## src/hw/rtl/msru_pkg.sv

```systemverilog
package msru_pkg;

   localparam int ROWS_PER_PATTERN = 64;
   localparam int ROW_SLOTS        = 16;
   localparam int MASK_BITS        = 16;
   localparam int SLOT_W           = 4;
   localparam int ROW_W            = 6;
   localparam int PAT_W            = 8;
   localparam int BYTE_W           = 8;

   typedef enum logic [2:0] {
      PH_MASK_LO = 3'd0,
      PH_MASK_HI = 3'd1,
      PH_CELL0   = 3'd2,
      PH_CELL1   = 3'd3,
      PH_CELL2   = 3'd4,
      PH_CELL3   = 3'd5
   } msru_phase_type;

   typedef struct packed {
      logic [BYTE_W-1:0] data_byte;
      logic              stream_end;
   } msru_item_type;

   typedef struct packed {
      logic              cell_valid;
      logic [ROW_W-1:0]  row_index;
      logic [SLOT_W-1:0] slot_index;
      logic [BYTE_W-1:0] note;
      logic [BYTE_W-1:0] instrument;
      logic [BYTE_W-1:0] effect;
      logic [BYTE_W-1:0] param;
      logic              pattern_done;
      logic [PAT_W-1:0]  pattern_index;
      logic              truncated;
   } msru_result_type;

   typedef struct packed {
      logic              found;
      logic [SLOT_W-1:0] slot;
   } msru_scan_type;

   // Lowest slot at or after from whose mask bit is set; mask bit 15 is slot 0.
   function automatic msru_scan_type first_slot(input logic [MASK_BITS-1:0] mask,
                                                input logic [SLOT_W:0]      from);
      msru_scan_type r;
      r.found = 1'b0;
      r.slot  = '0;
      for (int s = MASK_BITS - 1; s >= 0; s--) begin
         if (mask[MASK_BITS - 1 - s] && ((SLOT_W + 1)'(s) >= from)) begin
            r.found = 1'b1;
            r.slot  = SLOT_W'(s);
         end
      end
      return r;
   endfunction

endpackage

```

## src/hw/rtl/msru_in_stage.sv

```systemverilog
module msru_in_stage (
   input  logic                   clock,
   input  logic                   reset,
   input  logic                   req_tvalid,
   output logic                   req_tready,
   input  msru_pkg::msru_item_type req_item,
   input  logic                   take,
   output logic                   item_valid,
   output msru_pkg::msru_item_type item
);

   logic                    valid_ff;
   logic                    valid_in;
   msru_pkg::msru_item_type item_ff;
   logic                    load;

   assign req_tready = !valid_ff || take;
   assign load       = req_tvalid && req_tready;

   always_comb begin
      if (load) begin
         valid_in = 1'b1;
      end else if (take) begin
         valid_in = 1'b0;
      end else begin
         valid_in = valid_ff;
      end
   end

   always_ff @(posedge clock) begin
      if (reset) begin
         valid_ff <= 1'b0;
      end else begin
         valid_ff <= valid_in;
      end
   end

   always_ff @(posedge clock) begin
      if (load) begin
         item_ff <= req_item;
      end
   end

   assign item_valid = valid_ff;
   assign item       = item_ff;

   // a held byte that is not consumed must stay for the next cycle
   a_hold_unconsumed: assert property (@(posedge clock) disable iff (reset)
      valid_ff && !take |=> valid_ff && item_ff == $past(item_ff))
      else $error("input stage dropped or changed an unconsumed byte");

endmodule

```

## src/hw/rtl/msru_parser.sv

```systemverilog
module msru_parser (
   input  logic                      clock,
   input  logic                      reset,
   input  logic                      step,
   input  msru_pkg::msru_item_type   item,
   output logic                      emit,
   output msru_pkg::msru_result_type result
);

   msru_pkg::msru_phase_type          phase_ff, phase_in;
   logic [msru_pkg::MASK_BITS-1:0]    mask_ff, mask_in;
   logic [msru_pkg::SLOT_W-1:0]       scan_ff, scan_in;
   logic [msru_pkg::ROW_W-1:0]        row_ff, row_in;
   logic [msru_pkg::PAT_W-1:0]        pattern_ff, pattern_in;
   logic [msru_pkg::BYTE_W-1:0]       note_ff, note_in;
   logic [msru_pkg::BYTE_W-1:0]       inst_ff, inst_in;
   logic [msru_pkg::BYTE_W-1:0]       eff_ff, eff_in;

   msru_pkg::msru_scan_type           head_scan;
   msru_pkg::msru_scan_type           next_scan;
   logic                              last_row;
   logic                              row_end;

   assign head_scan = msru_pkg::first_slot({item.data_byte, mask_ff[msru_pkg::BYTE_W-1:0]},
                                           '0);
   assign next_scan = msru_pkg::first_slot(mask_ff, {1'b0, scan_ff} + 1'b1);
   assign last_row  = ({1'b0, row_ff} + 1'b1) >= (msru_pkg::ROW_W + 1)'(msru_pkg::ROWS_PER_PATTERN);

   always_ff @(posedge clock) begin
      if (reset) begin
         phase_ff   <= msru_pkg::PH_MASK_LO;
         mask_ff    <= '0;
         scan_ff    <= '0;
         row_ff     <= '0;
         pattern_ff <= '0;
      end else begin
         phase_ff   <= phase_in;
         mask_ff    <= mask_in;
         scan_ff    <= scan_in;
         row_ff     <= row_in;
         pattern_ff <= pattern_in;
      end
   end

   always_ff @(posedge clock) begin
      note_ff <= note_in;
      inst_ff <= inst_in;
      eff_ff  <= eff_in;
   end

   always_comb begin
      phase_in   = phase_ff;
      mask_in    = mask_ff;
      scan_in    = scan_ff;
      row_in     = row_ff;
      pattern_in = pattern_ff;
      note_in    = note_ff;
      inst_in    = inst_ff;
      eff_in     = eff_ff;
      row_end    = 1'b0;
      emit       = 1'b0;

      result               = '0;
      result.row_index     = row_ff;
      result.pattern_index = pattern_ff;

      if (step) begin
         if (item.stream_end) begin
            if (row_ff != '0 || phase_ff != msru_pkg::PH_MASK_LO) begin
               phase_in         = msru_pkg::PH_MASK_LO;
               mask_in          = '0;
               scan_in          = '0;
               row_in           = '0;
               pattern_in       = '0;
               note_in          = '0;
               inst_in          = '0;
               eff_in           = '0;
               emit             = 1'b1;
               result.truncated = 1'b1;
            end
         end else begin
            unique case (phase_ff)
               msru_pkg::PH_MASK_HI: begin
                  mask_in[msru_pkg::MASK_BITS-1:msru_pkg::BYTE_W] = item.data_byte;
                  if (head_scan.found) begin
                     scan_in  = head_scan.slot;
                     phase_in = msru_pkg::PH_CELL0;
                  end else begin
                     row_end = 1'b1;
                  end
               end
               msru_pkg::PH_CELL0: begin
                  note_in  = item.data_byte;
                  phase_in = msru_pkg::PH_CELL1;
               end
               msru_pkg::PH_CELL1: begin
                  inst_in  = item.data_byte;
                  phase_in = msru_pkg::PH_CELL2;
               end
               msru_pkg::PH_CELL2: begin
                  eff_in   = item.data_byte;
                  phase_in = msru_pkg::PH_CELL3;
               end
               msru_pkg::PH_CELL3: begin
                  if ({1'b0, scan_ff} < (msru_pkg::SLOT_W + 1)'(msru_pkg::ROW_SLOTS)) begin
                     emit              = 1'b1;
                     result.cell_valid = 1'b1;
                     result.slot_index = scan_ff;
                     result.note       = note_ff;
                     result.instrument = inst_ff;
                     result.effect     = eff_ff;
                     result.param      = item.data_byte;
                  end
                  note_in = '0;
                  inst_in = '0;
                  eff_in  = '0;
                  if (next_scan.found) begin
                     scan_in  = next_scan.slot;
                     phase_in = msru_pkg::PH_CELL0;
                  end else begin
                     row_end = 1'b1;
                  end
               end
               default: begin
                  mask_in  = {{msru_pkg::BYTE_W{1'b0}}, item.data_byte};
                  phase_in = msru_pkg::PH_MASK_HI;
               end
            endcase

            if (row_end) begin
               phase_in = msru_pkg::PH_MASK_LO;
               mask_in  = '0;
               scan_in  = '0;
               if (last_row) begin
                  row_in              = '0;
                  pattern_in          = pattern_ff + 1'b1;
                  emit                = 1'b1;
                  result.pattern_done = 1'b1;
               end else begin
                  row_in = row_ff + 1'b1;
               end
            end
         end
      end
   end

   a_cell_from_last_byte: assert property (@(posedge clock) disable iff (reset)
      emit && result.cell_valid |-> phase_ff == msru_pkg::PH_CELL3 && !item.stream_end)
      else $error("cell emitted outside the last cell byte");

   a_done_restarts_row: assert property (@(posedge clock) disable iff (reset)
      emit && result.pattern_done |=> phase_ff == msru_pkg::PH_MASK_LO && row_ff == '0)
      else $error("pattern end did not restart at row zero");

   a_trunc_clears: assert property (@(posedge clock) disable iff (reset)
      emit && result.truncated |=> pattern_ff == '0 && row_ff == '0
                                  && phase_ff == msru_pkg::PH_MASK_LO)
      else $error("truncation did not clear the parser");

endmodule

```

## src/hw/rtl/msru_out_stage.sv

```systemverilog
module msru_out_stage (
   input  logic                      clock,
   input  logic                      reset,
   input  logic                      load,
   input  msru_pkg::msru_result_type result,
   input  logic                      rsp_tready,
   output logic                      rsp_tvalid,
   output msru_pkg::msru_result_type held
);

   logic                      valid_ff;
   logic                      valid_in;
   msru_pkg::msru_result_type result_ff;

   always_comb begin
      if (load) begin
         valid_in = 1'b1;
      end else if (rsp_tready) begin
         valid_in = 1'b0;
      end else begin
         valid_in = valid_ff;
      end
   end

   always_ff @(posedge clock) begin
      if (reset) begin
         valid_ff <= 1'b0;
      end else begin
         valid_ff <= valid_in;
      end
   end

   always_ff @(posedge clock) begin
      if (load) begin
         result_ff <= result;
      end
   end

   assign rsp_tvalid = valid_ff;
   assign held       = result_ff;

   // a new result may only land once the previous one has left
   a_no_overwrite: assert property (@(posedge clock) disable iff (reset)
      load |-> !valid_ff || rsp_tready)
      else $error("result register overwritten before transfer");

endmodule

```

## src/hw/rtl/mask_sparse_row_unpacker_core.sv

```systemverilog
// Path: a byte accepted into the input register produces its result, if any, in the result
//   register when it is taken from the input register.
// Throughput: one byte per cycle while the result side does not stall; the parser state updates once per byte.
// Reset: synchronous, active high; parser returns to the mask low byte, row and pattern
//   counters clear, and both the input and result registers empty.
module mask_sparse_row_unpacker_core (
   input  logic        clock,
   input  logic        reset,
   input  logic        req_tvalid,
   output logic        req_tready,
   input  logic [7:0]  req_tdata,  // [7:0] data_byte
   input  logic        req_tuser,  // [0] stream_end
   output logic        rsp_tvalid,
   input  logic        rsp_tready,
   output logic [55:0] rsp_tdata,  // [5:0] row_index, [9:6] slot_index, [17:10] note,
                                   // [25:18] instrument, [33:26] effect, [41:34] param,
                                   // [49:42] pattern_index, [55:50] zero
   output logic [1:0]  rsp_tuser,  // [0] cell_valid, [1] truncated
   output logic        rsp_tlast   // pattern_done
);

   msru_pkg::msru_item_type   req_item;
   msru_pkg::msru_item_type   item;
   logic                      item_valid;
   logic                      advance;
   logic                      emit;
   msru_pkg::msru_result_type result;
   msru_pkg::msru_result_type held;

   assign req_item.data_byte  = req_tdata;
   assign req_item.stream_end = req_tuser;

   // consume a byte whenever the result register can take what it produces
   assign advance = item_valid && (!rsp_tvalid || rsp_tready);

   msru_in_stage u_in (
      .clock      (clock),
      .reset      (reset),
      .req_tvalid (req_tvalid),
      .req_tready (req_tready),
      .req_item   (req_item),
      .take       (advance),
      .item_valid (item_valid),
      .item       (item)
   );

   msru_parser u_parser (
      .clock  (clock),
      .reset  (reset),
      .step   (advance),
      .item   (item),
      .emit   (emit),
      .result (result)
   );

   msru_out_stage u_out (
      .clock      (clock),
      .reset      (reset),
      .load       (advance && emit),
      .result     (result),
      .rsp_tready (rsp_tready),
      .rsp_tvalid (rsp_tvalid),
      .held       (held)
   );

   assign rsp_tdata = {6'b0, held.pattern_index, held.param, held.effect, held.instrument,
                       held.note, held.slot_index, held.row_index};
   assign rsp_tuser = {held.truncated, held.cell_valid};
   assign rsp_tlast = held.pattern_done;

endmodule
```

## config.mk

```make
export PLATFORM = sky130hd
export DESIGN_NAME = mask_sparse_row_unpacker_core
export DESIGN_NICKNAME = d
export VERILOG_FILES = /design/src/hw/rtl/msru_pkg.sv /design/src/hw/rtl/msru_in_stage.sv /design/src/hw/rtl/msru_parser.sv /design/src/hw/rtl/msru_out_stage.sv /design/src/hw/rtl/mask_sparse_row_unpacker_core.sv
export SDC_FILE = /design/constraint.sdc
export NUM_CORES = 1
export LEC_CHECK = 0
export ABC_AREA = 1
export ABC_CLOCK_PERIOD_IN_PS = 10950
export BUFFER_PORTS_ARGS = -buffer_cell sky130_fd_sc_hd__buf_4
export CORE_MARGIN = 4
export CORE_UTILIZATION = 32
export DETAILED_ROUTE_END_ITERATION = 7
export GPL_TIMING_DRIVEN = 1
export PLACE_DENSITY = 0.46
export SYNTH_ARGS = -nofsm -noshare
export SYNTH_HDL_FRONTEND = slang
export SYNTH_HIERARCHICAL = 1
export SYNTH_SLANG_ARGS = --single-unit
```

## constraint.sdc

```tcl
create_clock -name clock -period 10.95 [get_ports clock]
set_input_delay 2.19 -clock clock [delete_from_list [all_inputs] [get_ports clock]]
set_output_delay 2.19 -clock clock [all_outputs]
set_load 0.005 [all_outputs]
```

# After elaboration in Yosys (flattened, before gate mapping)
# Cells that the tools add are included.
totals:
  regBits: 125
  input_bits: 13
  output_inout_bits: 61
  word_cells: 185
op_classes:
  n_addsub: 4
  order_cmp: 17
  eq_ne: 10
  muxes: 79
  bitwise_logic: 3
  reduce_logical: 49
op_table:
  columns: ["operator", "n"]
  rows:
  - ["2-to-1 mux 5 bit", 32]
  - ["2-to-1 mux 8 bit", 8]
  - ["case mux 8 bit (2 select lines)", 4]
  - ["2-to-1 mux 16 bit", 3]
  - ["greater-or-equal comparator 4 x 5 -> 1 bit (first input constant)", 8]
  - ["2-to-1 mux 6 bit", 4]
  - ["greater-or-equal comparator 3 x 5 -> 1 bit (first input constant)", 4]
  - ["2-to-1 mux 4 bit", 5]
  - ["logical AND 1 bit", 19]
  - ["AND reduction 3 bit", 6]
  - ["2-to-1 mux 1 bit", 15]
  - ["2-to-1 mux 3 bit", 5]
  - ["case mux 3 bit (5 select lines)", 1]
  - ["nonzero test 3 bit", 4]
  - ["greater-or-equal comparator 1 x 5 -> 1 bit (first input constant)", 2]
  - ["greater-or-equal comparator 2 x 5 -> 1 bit (first input constant)", 2]
  - ["adder 8 x 1 -> 8 bit (second input constant)", 1]
  - ["inequality test 4 x 2 -> 1 bit (second input constant)", 2]
  - ["case mux 4 bit (2 select lines)", 1]
  - ["AND reduction 4 bit", 2]
  - ["nonzero test 2 bit", 4]
  - ["adder 6 x 1 -> 7 bit (second input constant)", 1]
  - ["greater-or-equal comparator 7 bit (second input constant)", 1]
  - ["adder 6 x 1 -> 6 bit (second input constant)", 1]
  - ["other kinds (18)", 27]

# Logic depth before layout (Yosys ltp)
logic_depth:
  depth_word: 28
  ltp_mapped: 27
  depth_no_buf: 26

# Hierarchy
# The synthesis kept the hierarchy.
by_module_without_submodules:
  columns: ["mod", "instances", "cells_each", "area_per_inst_um2", "seq_area_each_um2"]
  rows:
  - ["msru_parser", 1, 524, 3717.3, 1461.4]
  - ["msru_out_stage", 1, 58, 1631.6, 1611.5]
  - ["msru_in_stage", 1, 15, 317.8, 290.3]
  - ["mask_sparse_row_unpacker_core", 1, 13, 78.8, 0.0]

# Worst setup path before layout
# OpenSTA, ideal clock, no wires.
synth_timing:
  path_kind: "input -> register"
  startpoint: "input rsp_tready"
  endpoint: "register u_out.result_ff (netlist bit u_out/held[0]), enable pin"
  setup_ns: 0.422
  t_arrival_ns: 4.818
  required_time_ns: 10.528
  slack_ns: 5.710
  path_stages: 10
  n_path_buf: 0
  path_cell_list: "inv_1 > nand2_2 > nand2_2 > inv_1 > inv_1 > o21ai_0 > clkinv_1 > a21oi_1 > inv_1 > nor2_2"
synth_between:
  elab_chain_len: 4
synth_lines:
  columns: ["element", "line_no", "text"]
  rows:
  - ["start, declared", "mask_sparse_row_unpacker_core.sv:14", "input logic rsp_tready,"]
  - ["logical OR 1 bit", "mask_sparse_row_unpacker_core.sv:34", "assign advance = item_valid && (!rsp_tvalid || rsp_tready);"]
  - ["logical AND 1 bit", "mask_sparse_row_unpacker_core.sv:34", null]
  - ["via advance", "mask_sparse_row_unpacker_core.sv:25", "logic advance;"]
  - ["2-to-1 mux 1 bit", "msru_parser.sv:67", "if (step) begin"]
  - ["via emit", "mask_sparse_row_unpacker_core.sv:26", "logic emit;"]
  - ["logical AND 1 bit", "mask_sparse_row_unpacker_core.sv:59", ".load (advance && emit),"]
  - ["end signal, assigned", "msru_out_stage.sv:35", "result_ff <= result;"]
  - ["end, declared", "msru_out_stage.sv:13", "msru_pkg::msru_result_type result_ff;"]
# The timed path passes the listed nets, and every way through them passes these cells.
# A chain may end at the register's enable or synchronous reset.

# Final worst setup path
layout_timing:
  startpoint: "input rsp_tready"
  endpoint: "output req_tready"
layout_between:
  elab_chain_len: 3
layout_lines:
  columns: ["element", "line_no", "text"]
  rows:
  - ["logical OR 1 bit", "mask_sparse_row_unpacker_core.sv:34", null]
  - ["logical AND 1 bit", "mask_sparse_row_unpacker_core.sv:34", null]
  - ["via advance", "mask_sparse_row_unpacker_core.sv:25", null]
  - ["logical OR 1 bit", "msru_in_stage.sv:17", "assign req_tready = !valid_ff || take;"]
  - ["end, declared", "mask_sparse_row_unpacker_core.sv:10", "output logic req_tready,"]
# The timed path passes the listed nets, and every way through them passes these cells.

==> results.json <==
{
  "post_dp_cell_area_sq_um": 6440,
  "synthTopCellsByArea": "edfxtp_1, dfxtp_1, nor2_1",
  "synth_cell_types": 42,
  "max-vdd-ir-drop_mv": 0.105,
  "setup.worst_path.start_class": "input port",
  "antenna_found_initial": 0,
  "track_usage_pct": 14.0,
  "io_buffers": 67,
  "nNetsFinal": 703,
  "ios": 74,
  "swShare_pct": 26.7,
  "vias": 4186,
  "drv_slew": 0,
  "synthFlopType": "edfxtp_1",
  "path_cells": "buf_4 -> inv_1 -> nand2_2 -> nand2_2 -> inv_1 -> inv_2 -> nand2_2 -> buf_4",
  "diodes": 0,
  "die_height_um": 142,
  "dp_hpwl_um": 9920,
  "cp.required_ns": 8.76,
  "htreeDepth": 4,
  "row_count": 48,
  "postCtsSetupBuffers": 0,
  "via_per_inst": 4.55,
  "syn-cell-area_sq_um": 5750,
  "min_to": "u_out/held[48]",
  "start_util_pct": 33.0,
  "min_period_ns": 5.02,
  "drive_gt1_share_pct": 23.9,
  "rsz0062_at_grt": "no",
  "cts_tree": "done",
  "ff2ff_path_depth": 16,
  "maxSlewHeadroom_pct": 19.2,
  "timing.fmax_mhz": 199,
  "clkPwrFrac_pct": 46.2,
  "power.leakage_nw": 2.85,
  "dieArea_sq_um": 20200,
  "fin_cells": 921,
  "grt_pass1_wl_um": 21800,
  "synth_top_area_share_pct": 44.9,
  "arrival_ns": 2.83,
  "cts_repair_resize_count": 0,
  "internal_power_uw": 887,
  "cap_violations": 0,
  "multi_input_area_sq_um": 1910,
  "wl_per_cell_um": 14.4,
  "p_per_area_nw_per_um2": 172,
  "drt-total-wl_um": 13300,
  "die_w_um": 142,
  "grt_max_degree": 39,
  "grt_pass1_vias": 4146,
  "syn_to_final_growth_pct": 22.5,
  "cpMostUsedCell": "nand2_2",
  "setup_viol": 0,
  "worst_pin_slew_ns": 1.20,
  "ys_seq_elements": 125,
  "yosysWarnings": 6,
  "setup_tns_ns": 0,
  "cts_inserted_buffers": 17,
  "grt.overflow.total": 0,
  "min_period_over_period_pct": 45.8,
  "holdCritStartpoint": "u_parser/row_ff[2]",
  "cts.sinks": 125,
  "first_iter_violations": 232,
  "final-seq-area_sq_um": 3360,
  "slowest_stage": "buf_4",
  "cp-end-kind": "output port",
  "fin_util_pct": 40.4,
  "whs_path_depth": 0,
  "crit_fanout": 2,
  "placed_cells": 889,
  "seqPwrFrac_pct": 44.4,
  "netlist_instances": 610,
  "pwr-share-comb_pct": 9.4,
  "p_sw_uw": 322,
  "min_path_type": "flop to flop",
  "whs_ns": 0.476,
  "cts_hold_buffers": 0,
  "drc": 0,
  "r2r_start": "u_parser/scan_ff[0]",
  "nFillCells": 1747,
  "postRouteAntennaNets": 0,
  "regToRegSetupSlack_ns": 7.01,
  "synth-async-reset-ratio_pct": 0,
  "design_area_sq_um": 7040,
  "outcome": "finished, final reports clean",
  "hold_violations": 0,
  "clock_latency_ns": 0.42,
  "skew_ns": 0.00910,
  "synth_area_per_cell_sq_um": 9.42,
  "clock_tree.root_cell": "clkbuf_16",
  "path_class": "input port to output port",
  "yosysSeqAreaShare_pct": 58.5,
  "cpPeakStageDelay_ns": 0.14,
  "regToRegEndpoint": "u_out/held[42]",
  "coreArea_sq_um": 17400,
  "cts_max_path_buffers": 2,
  "clk_pin_slew_worst_paths_ns": 0.06,
  "gp_congestion": 0.897,
  "synth_top_area_cell": "edfxtp_1",
  "dr.pass1.iters": 5,
  "synth_edf_count": 86
}
==> cells by family (layout without fill, tap and decap cells) <==
| kind of cell | Yosys count | count (layout) | share of synthesized area [%] |
|---|---|---|---|
| and+or+nand+nor | 267 | 267 | 20.7 |
| DFF | 125 | 125 | 58.5 |
| buffers and inverters | 117 | 198 | 8.58 |
| AOI/OAI and AO/OA | 84 | 84 | 8.86 |
| xor gates and xnor gates | 9 | 9 | 1.70 |
| adders and majority gates | 7 | 7 | 1.52 |
| other | 1 | 6 | 0.0653 |
==> power by group through the flow <==
stage                     registers [mW]  clock network [mW]  logic [mW]
after floorplan                    0.543                   0      0.0824
after global placement             0.547                   0       0.114
after detailed placement           0.547                   0       0.114
after CTS                          0.537               0.573       0.115
after global routing               0.539               0.597       0.129
final                              0.537               0.559       0.114
==> per-stage QoR <==
stage	total power, mW	setup WS [ns]
floorplan	0.626	5.71
global route	1.27	5.86
global placement	0.661	5.90
detailed placement	0.661	5.83
finish	1.21	5.93
CTS	1.22	5.94
==> area by class of cell <==
class / count / area share [%]
Inverter: 98 / 5.31
Tap cell: 225 / 4.00
Clock buffer: 17 / 6.04
Clock inverter: 15 / 2.44
Multi-Input combinational cell: 373 / 27.2
Timing Repair Buffer: 68 / 7.25
Sequential cell: 125 / 47.8
==> cells in the final DEF, fill, tap and decap left out, drive strengths merged, types with 4 or more instances in the layout <==
| cell type | instances |
|---|---|
| nand2 | 113 |
| nor2 | 111 |
| inv | 105 |
| edfxtp | 86 |
| buf | 68 |
| a21oi | 41 |
| dfxtp | 39 |
| o21ai | 32 |
| nand3 | 24 |
| clkbuf | 17 |
| nor3 | 9 |
| ha | 7 |
| xor2 | 7 |
| conb | 6 |
| nand4 | 6 |
| clkinv | 6 |
| o211ai | 4 |
==> layer usage <==
layer  part of all wire (%)  vias to the layer above  wire length (um)  global-route usage [%]
met3                    4.8                       16               641                    3.70
met1                     46                     1956              6180                    18.4
met4                    1.4                        0               186                    5.10
met2                     47                       89              6280                    22.2
met5                      0                        -                 0                       0
li1                       -                     2125                 -                       -
==> sequential cells by signal, summed over array words and instances (netlist names) <==
signal               flops
u_out/held              53
u_parser/mask_ff        16
u_in/item                9
u_parser/eff_ff          8
u_parser/inst_ff         8
u_parser/note_ff         8
u_parser/pattern_ff      8
u_parser/row_ff          6
u_parser/scan_ff         4
u_parser/phase_ff        3
u_in/item_valid          1
u_out/rsp_tvalid         1
==> cell usage after synthesis (2+ instances only) <==
| library cell | number |
|---|---|
| edfxtp_1 | 86 |
| o21ai_1 | 5 |
| a31oi_1 | 2 |
| nor4_1 | 2 |
| o21ai_2 | 3 |
| a21oi_2 | 10 |
| a21oi_1 | 31 |
| clkinv_1 | 2 |
| o21ai_0 | 23 |
| inv_1 | 82 |
| nor2_2 | 5 |
| nor2_1 | 105 |
| nand4_1 | 5 |
| inv_2 | 12 |
| buf_2 | 2 |
| nand3_1 | 22 |
| nand2_2 | 24 |
| o211ai_1 | 4 |
| nand3_2 | 2 |
| ha_1 | 7 |
| buf_6 | 2 |
| dfxtp_1 | 39 |
| clkbuf_1 | 7 |
| nor3_1 | 9 |
| xor2_1 | 6 |
| nand2_4 | 3 |
| xnor2_1 | 2 |
| nand2_1 | 86 |
| buf_4 | 8 |
| a311oi_1 | 2 |
==> critical path: cells and delay by family <==
family	cells	cell delay [ns]
buf+inv	5	0.44
simple gates	3	0.20
==> worst max path at each step <==
stage	from	to	slack [ns]	depth (start not counted)
6_report	rsp_tready	req_tready	5.93	8
5_1_grt	rsp_tready	req_tready	5.86	8
4_1_cts	rsp_tready	req_tready	5.94	8
3_5_place_dp	rsp_tready	u_out/held[18]	5.83	12
3_3_place_gp	rsp_tready	u_out/held[11]	5.90	12
2_1_floorplan	rsp_tready	u_out/held[0]	5.71	10
No activity file was read; power rests on OpenSTA's default activity.
